### src/rtl/core/mpq_pkg.sv
`default_nettype none

package mpq_pkg;

    localparam int VALUE_W = 32;

    typedef enum logic {
        CMD_INSERT = 1'b0,
        CMD_POP    = 1'b1
    } t_cmd;

    typedef enum logic [2:0] {
        ST_IDLE = 3'b001,
        ST_SCAN = 3'b010,
        ST_DONE = 3'b100
    } t_state;

    typedef struct packed {
        logic               valid;
        logic [VALUE_W-1:0] value;
    } t_slot;

    typedef struct packed {
        logic start;
        logic scan;
        logic pop;
        logic can_insert;
    } t_head_ctrl;

    typedef struct packed {
        logic               held_valid;
        logic [VALUE_W-1:0] held;
        logic               placed;
    } t_head_stat;

endpackage

`default_nettype wire

### src/rtl/core/mpq_cell.sv
`default_nettype none

module mpq_cell import mpq_pkg::*; (
    input  wire logic  i_clk,
    input  wire logic  i_rst_n,
    input  wire logic  i_shift,
    input  wire t_slot i_slot,
    output t_slot      o_slot
);

    logic               r_valid;
    logic [VALUE_W-1:0] r_value;

    always_ff @(posedge i_clk) begin
        if (!i_rst_n) begin
            r_valid <= 1'b0;
        end else if (i_shift) begin
            r_valid <= i_slot.valid;
        end
    end

    always_ff @(posedge i_clk) begin
        if (i_shift) begin
            r_value <= i_slot.value;
        end
    end

    assign o_slot.valid = r_valid;
    assign o_slot.value = r_value;

endmodule

`default_nettype wire

### config.mk
export PLATFORM = sky130hd
export DESIGN_NAME = mpq_cell
export DESIGN_NICKNAME = d
export VERILOG_FILES = /design/src/rtl/core/mpq_pkg.sv /design/src/rtl/core/mpq_cell.sv
export SDC_FILE = /design/constraint.sdc
export NUM_CORES = 1
export LEC_CHECK = 0
export BUFFER_PORTS_ARGS = -buffer_cell sky130_fd_sc_hd__buf_4
export CORE_UTILIZATION = 42
export CTS_BUF_LIST = sky130_fd_sc_hd__clkbuf_16
export DETAILED_ROUTE_END_ITERATION = 16
export GPL_TIMING_DRIVEN = 1
export PLACE_DENSITY = 0.81
export SETUP_SLACK_MARGIN = 0.2
export SLEW_MARGIN = 0
export SYNTH_ARGS = -nofsm -noshare
export SYNTH_HDL_FRONTEND = slang
export SYNTH_SLANG_ARGS = --single-unit
### constraint.sdc
create_clock -name i_clk -period 1.1 [get_ports i_clk]
set_input_delay 0.22 -clock i_clk [delete_from_list [all_inputs] [get_ports i_clk]]
set_output_delay 0.22 -clock i_clk [all_outputs]
set_load 0.005 [all_outputs]
==> results.cfg <==
[placement]
gp_congestion = 0.635
port_buffers = 68
post-place-ws_ns = 0.172

[synth]
seq_area_frac_synth_pct = 97.6
syn_inst = 36
synth.largest_area_cell = edfxtp_1
synth_xor_area_share_pct = 0
avgSynthCellArea_um2 = 27.9
muxShareOfSynthArea_pct = 0.996
post_synth_instance_area_mm2 = 0.00100
yosys.area_share.simple_pct = 0.623
ys_ff_latch = 33
synthAdderAreaFrac_pct = 0
synth_top_family_by_area = multiplexers
synth_warnings = 0
synth.top_cell.area_share_pct = 95.6
synth_compound_area_share_pct = 0
syn-num-nets = 72
ys_types = 5
synth_area_leaders = edfxtp_1, dfxtp_1, mux2i_1, buf_4, nor2b_1

[setup_path]
rr_endpoint = r_valid$_SDFFE_PN0P_
reg2reg_setup_slack_ns = 0.47
endpoint_kind = output pin
critPathSlowestCell = edfxtp_1
critPathArrivalTime_ns = 0.80
criticalPathCategory = register to output pin
crit_buf_inv = 1
r2r-start = r_valid$_SDFFE_PN0P_
crit_fanout = 1
start_kind = register
cpPeakStageDelay_ns = 0.39
cp_data_required_time_ns = 0.88
crit_chain = buf_4
crit_family = flip-flops
r2r_cells = 2
critPathLaunch = r_value[8]$_DFFE_PP_

[sta]
setup_ws_ns = 0.0771
fmax_mhz = 978
hold_viol = 0
min_period_ns = 1.02
rsz0062_at_grt = yes
finalSetupViolCount = 0
worst_slew_margin_rel_pct = 87.1
fin_crit_sh_pct = 93.0
drv_slew = 0
setup-tns-final_ns = 0
skew_ns = 0
worstMarginPinSlew_ns = 0.194

[floorplan]
die-width_um = 50.9
row_count = 17
die_area_mm2 = 0.00259
ios = 69
die_h_um = 50.9
start_util_pct = 45.0
core_mm2 = 0.00223

[final_layout]
final_nets = 147
drive_gt1_share_pct = 67.0
diodes = 0
fill_cells = 137
area_delta_synth_final_pct = 72.6
utilization_pct = 77.6

[clock_tree]
cts_hold_buf = 0
htreeDepth = 2
cts.clk_slew.worst_paths_ns = 0.05
cts_tree = yes
clock_latency_ns = 0.26
cts_resized = 3
cts_inserted_buffers = 5
post-cts-setup-buffer-count = 0
cts_sinks = 33
clock_tree.root_cell = clkbuf_16
clock_path_buffers = 2

[detailed_routing]
via_per_inst = 4.48
wirelength_mm = 1.94
wl_per_cell_um = 13.9
vias = 627
ant_nets = 0
first_pass_iters = 3
drtIter0Drc = 3
drc = 0

[global_routing]
grt_usage_pct = 15.4
antenna_found_initial = 0
grt-ovfl-total = 0
grt_pass1_vias = 605
grt_start_max_net_pins = 21
grt_pass1_wl_mm = 2.66

[power]
peakVddDrop_v = 0.00119
power_density_mw_per_mm2 = 1760
leakagePower_uw = 0.000751

[hold_path]
hold_path_end = r_value[19]$_DFFE_PP_
min_path_cells = 1
hold_path.class = input pin to register
hp-start = i_slot[19]

[run]
drv_cap = 0

[status]
outcome = complete, no violations
-- kinds of logic (layout without fill, tap and decap cells) --
| kind of cell | Yosys count | after routing |
|---|---|---|
| flops | 33 | 33 |
| mux | 1 | 1 |
| simple gates | 1 | 1 |
| buf+inv | 1 | 77 |
-- layout by cell type (no fill, tap or decap), drive strengths merged --
master,Yosys,routed
edfxtp,32,32
clkinv,0,1
inv,0,2
mux2i,1,1
dfxtp,1,1
buf,1,69
nor2b,1,1
clkbuf,0,5
-- per-stage QoR --
stage,total power [uW],hold slack (ns),cell area (um2),cells
after detailed placement,1830,0.399,1560,132
final,3060,0.126,1730,140
after floorplan,1560,0.319,1000,36
after global routing,3150,0.120,1730,140
after CTS,3060,0.123,1710,140
after global placement,1820,0.398,1560,132
-- Yosys cell counts --
| cell type | instances |
|---|---|
| buf_4 | 1 |
| dfxtp_1 | 1 |
| edfxtp_1 | 32 |
| mux2i_1 | 1 |
| nor2b_1 | 1 |
-- routing by layer --
metal / vias up / track usage, % / share of wire (%)
li1: 290 / - / -
met4: 0 / 10.6 / 1.8
met5: - / 0 / 0
met2: 47 / 25.9 / 56
met3: 5 / 9.23 / 10
met1: 285 / 13.4 / 32
-- power breakdown --
part	internal [uW]	switching, uW
Clock	809	424
Sequential	1490	33.3
Combinational	208	89.1
-- flip-flops by register name (all words and copies together) (netlist names) --
name     count
r_value     32
r_valid      1
-- final cells by class --
type | instances | area (um2) | share of cell area [%]
clock inverter | 3 | 11.3 | 0.649
timing repair buffer | 69 | 564 | 32.5
tap | 28 | 35.0 | 2.02
clock buffer | 5 | 125 | 7.22
multi-input combinational | 2 | 16.3 | 0.938
sequential | 33 | 982 | 56.6
-- how the worst max path moves through the flow --
stage,slack [ns],endpoint,cells past startpoint
after floorplan,0.47,o_slot[32],1
after global placement,0.18,r_value[0]$_DFFE_PP_,2
after detailed placement,0.17,r_value[16]$_DFFE_PP_,2
after CTS,0.08,o_slot[18],1
after global routing,0.05,o_slot[2],1
final,0.08,o_slot[8],1
No activity file was read; power rests on OpenSTA's default activity.
