<file path="src/rtl/core/mpq_pkg.sv">
`default_nettype none

package mpq_pkg;

    localparam int VALUE_W = 32;

    typedef enum logic {
        CMD_INSERT = 1'b0,
        CMD_POP    = 1'b1
    } t_cmd;

    typedef enum logic [2:0] {
        ST_IDLE = 3'b001,
        ST_SCAN = 3'b010,
        ST_DONE = 3'b100
    } t_state;

    typedef struct packed {
        logic               valid;
        logic [VALUE_W-1:0] value;
    } t_slot;

    typedef struct packed {
        logic start;
        logic scan;
        logic pop;
        logic can_insert;
    } t_head_ctrl;

    typedef struct packed {
        logic               held_valid;
        logic [VALUE_W-1:0] held;
        logic               placed;
    } t_head_stat;

endpackage

`default_nettype wire

</file>
<file path="src/rtl/core/mpq_head.sv">
`default_nettype none

module mpq_head import mpq_pkg::*; (
    input  wire logic               i_clk,
    input  wire logic               i_rst_n,
    input  wire t_head_ctrl         i_ctrl,
    input  wire logic [VALUE_W-1:0] i_value,
    input  wire t_slot              i_head,
    output t_slot                   o_feed,
    output t_head_stat              o_stat
);

    logic               r_held_valid;
    logic               n_held_valid;
    logic [VALUE_W-1:0] r_held;
    logic [VALUE_W-1:0] n_held;
    logic               r_placed;
    logic               n_placed;

    always_comb begin
        n_held_valid = r_held_valid;
        n_held       = r_held;
        n_placed     = r_placed;
        o_feed       = i_head;
        if (i_ctrl.start) begin
            n_held_valid = 1'b0;
            n_placed     = 1'b0;
        end else if (i_ctrl.scan) begin
            if (i_ctrl.pop) begin
                // swap a larger entry into the holding register
                if (i_head.valid && (!r_held_valid || (i_head.value > r_held))) begin
                    o_feed.valid = r_held_valid;
                    o_feed.value = r_held;
                    n_held       = i_head.value;
                    n_held_valid = 1'b1;
                end
            end else if (!i_head.valid && !r_placed && i_ctrl.can_insert) begin
                o_feed.valid = 1'b1;
                o_feed.value = i_value;
                n_placed     = 1'b1;
            end
        end
    end

    always_ff @(posedge i_clk) begin
        if (!i_rst_n) begin
            r_held_valid <= 1'b0;
            r_placed     <= 1'b0;
        end else begin
            r_held_valid <= n_held_valid;
            r_placed     <= n_placed;
        end
    end

    always_ff @(posedge i_clk) begin
        r_held <= n_held;
    end

    assign o_stat.held_valid = r_held_valid;
    assign o_stat.held       = r_held;
    assign o_stat.placed     = r_placed;

endmodule

`default_nettype wire

</file>
<file path="config.mk">
export PLATFORM = sky130hd
export DESIGN_NAME = mpq_head
export DESIGN_NICKNAME = d
export VERILOG_FILES = /design/src/rtl/core/mpq_pkg.sv /design/src/rtl/core/mpq_head.sv
export SDC_FILE = /design/constraint.sdc
export NUM_CORES = 1
export LEC_CHECK = 0
export ABC_AREA = 1
export BUFFER_PORTS_ARGS = -buffer_cell sky130_fd_sc_hd__buf_2
export CAP_MARGIN = 15
export CORE_MARGIN = 2
export CORE_UTILIZATION = 55
export CTS_BUF_LIST = sky130_fd_sc_hd__clkbuf_2
export CTS_CLUSTER_DIAMETER = 100
export CTS_CLUSTER_SIZE = 20
export DETAILED_ROUTE_END_ITERATION = 6
export PLACE_DENSITY_LB_ADDON = 0.08
export SLEW_MARGIN = 20
export SYNTH_ARGS = -nofsm -noshare
export SYNTH_HDL_FRONTEND = slang
export SYNTH_SLANG_ARGS = --single-unit
</file>
<file path="constraint.sdc">
create_clock -name i_clk -period 7.35 [get_ports i_clk]
set_input_delay 0.735 -clock i_clk [delete_from_list [all_inputs] [get_ports i_clk]]
set_output_delay 0.735 -clock i_clk [all_outputs]
set_load 0.005 [all_outputs]
</file>
==> impl_metrics.ini <==
[cts]
cts_buffer_depth = 2
cts.hold.buffers_added = 0
setup_fix_bufs_post_cts = 0
worstSkewPairLatency_ns = 0.39
root_buffer = clkbuf_2
cts_tree = yes
htreeDepth = 2
cts-resized-gates = 0
inserted_clock_buffers = 5
cts_num_sinks = 34
clk_pin_slew_worst_paths_ns = 0.19

[detailed_routing]
via_per_inst = 5.30
postRouteWirelength_um = 9760
drt_pre_antenna_iters = 5
postRouteAntennaNets = 0
drtIter0Drc = 192
routed_wire_length_per_instance_um = 13.1
routed-via-count = 3931
drcViolationCount = 0

[placement]
detailed_place.area_sq_um = 4180
dp_worst_setup_slack_ns = 3.63
io_buffer_count = 137
gp_routability_congestion = 0.855
place.detailed.hpwl_um = 6880

[floorplan]
coreArea_sq_um = 6280
die_area_sq_um = 7050
die_height_um = 84.0
num_rows = 29
io_pins = 138
start_util = 0.560
chipWidth_um = 84.0

[final_layout]
register_area_sq_um = 1000
final.fill_count = 590
design_area_sq_um = 4220
multi_input_area_sq_um = 2100
area_growth_syn_to_layout_pct = 20.1
antennaDiodeCount = 0
fin_nets = 767
layout_cell_share_with_drive_strength_beyond_1 = 0.236

[yosys]
synth_warnings = 0
yosys_register_bits = 34
yosys.area.top_type_share = 0.273
synth-async-reset-ratio = 0
ys_top_cells_by_area = edfxtp_1 (27%), nand2_1 (25%), ha_1 (11%)
combinational_family_with_the_most_area_after_synthesis = simple AND/OR/NAND/NOR gates
synth-xor-area-share = 0
postSynthAreaPerCell_sq_um = 6.42
synth-compound-area-share = 0.100
syn_area_sq_um = 3520
synth_fa_ha_area_frac = 0.114
synth_seq_area_share = 0.285
synth.net_count = 651
yosys.area.top_type = edfxtp_1
post_synth_inst_count = 548
synth_edf_count = 32
ys_top_cells_by_count = nand2_1 (234), inv_1 (74), nand3_1 (68)
ys.flop_type = edfxtp_1
synth_most_common_cell = nand2_1
share_of_cell_area_taken_by_muxes_after_synthesis = 0
yosys.cell_types.count = 24
synth_simple_gate_area_frac = 0.376

[min_path]
timing.hold.worst.start = r_placed
timing.hold.worst.class = reg -> reg
min_delay_worst_endpoint = r_placed
worst_hold_path_depth = 2

[timing]
hold_violations = 0
max_freq_ghz = 0.267
min_period_ns = 3.75
unrepaired_setup_endpoints_after_global_routing = no
max_slew_violations = 0
setup-tns-final_ns = 0
crit_path_setup_slack_layout_ns = 3.60
period_share = 0.510
fin_skew_ns = 0.0219
max-slew-margin-rel = 0.276
report.final.setup_viol = 0
max_slew.worst_pin.slew_ns = 1.09

[grt]
aggregate_global_route_resource_usage = 0.267
grt_pass1_wl_um = 15500
number_of_global_route_vias_before_repair = 3362
number_of_antenna_violations_at_the_first_check_in_global_routing = 0
overflow_left_after_global_routing = 0
grt_start_max_net_pins = 65

[setup_path]
rr_startpoint = r_held[3]
worstRegToRegCells = 16
critPathArrivalTime_ns = 3.01
rr_endpoint = r_held[16]
critical_path.max_fanout = 34
crit_path_end_kind = output port
r2r_setup_slack_ns = 4.22
crit_required_ns = 6.61
worst_setup_path_start_kind = register
critPathKind = reg -> out

[power]
power_density_nw_per_um2 = 111
p_leak_uw = 0.00247
power.total_uw = 468
max-vdd-ir-drop_v = 0.0000913

[outcome]
status = finished, final reports clean

[flow_run]
maxCapViolations = 0
## critical path: stages, from the launching register on
cell,delay (ns)
edfxtp_1,0.44
inv_1,0.07
ha_1,0.29
nand2_1,0.06
inv_2,0.05
nand2_1,0.05
nand2_1,0.06
nand2_1,0.05
nand2_1,0.06
nand2_1,0.05
nand2_1,0.06
nand2_1,0.05
nand2_1,0.07
nand2_2,0.06
nand2_4,0.30
nand2_4,0.32
nand2_1,0.15
nand3_1,0.08
nand2_1,0.10
nand2_1,0.05
nand2_1,0.07
buf_2,0.11
## per-stage QoR
stage / hold WS [ns] / cells / utilization
floorplan: 0.442 / 548 / -
global placement: 0.451 / 734 / 0.665
detailed placement: 0.476 / 734 / 0.665
CTS: 0.497 / 742 / 0.672
global route: 0.495 / 742 / 0.673
finish: 0.494 / 742 / 0.673
## where the power goes
part | switching (uW) | total (uW) | internal, uW
combinational | 95.3 | 158 | 62.9
clock | 66.6 | 92.0 | 25.5
sequential | 1.81 | 218 | 216
total | 164 | 468 | 304
## logic make-up (layout without fill, tap and decap cells)
group	Yosys count	after routing
and+or+nand+nor	322	322
buffers and inverters	107	224
AOI/OAI and AO/OA	53	53
DFF	34	34
adders and majority gates	32	32
## routing by layer
layer  vias up  part of all wire  track usage
li1       1996                 -            -
met3         8             0.065       0.0396
met2       144              0.48        0.449
met5         -                 0            0
met1      1783              0.45        0.363
met4         0            0.0085       0.0630
## worst max-delay path by stage
stage	depth (start not counted)	slack, ns	endpoint	from
CTS	21	3.60	o_feed[5]	r_held[3]
floorplan	12	3.64	r_held[0]	i_head[23]
detailed placement	19	3.63	o_feed[13]	i_head[7]
finish	21	3.60	o_feed[26]	r_held[3]
global route	21	3.27	o_feed[28]	r_held[3]
global placement	19	3.68	o_feed[23]	i_head[7]
## area by class of cell
type	instances	share of cell area
multi-input cells	407	0.497
flip-flops and latches	34	0.237
repair buffers	139	0.166
inverters	77	0.0684
well taps	77	0.0228
clock buffers	7	0.00830
clock inverters	1	0.000889
## flip-flops by register name (all words and copies together), names as in the netlist
| register | flops |
|---|---|
| r_held_valid | 1 |
| r_placed | 1 |
| r_held | 32 |
## cell usage in the layout, fill, tap and decap left out
master	instances
nand2_1	232
buf_2	137
inv_1	74
nand3_1	68
o211ai_1	32
ha_1	32
edfxtp_1	32
a21oi_1	15
nor2_1	10
clkbuf_2	7
nor2_2	4
clkinv_1	3
o21ai_0	3
nand2_4	3
nand4_1	2
nand2_2	2
buf_4	2
dfxtp_1	2
inv_2	1
a21o_1	1
o21a_1	1
nor2_4	1
o31ai_1	1
Note: power is estimated with default switching activity, not from simulation.
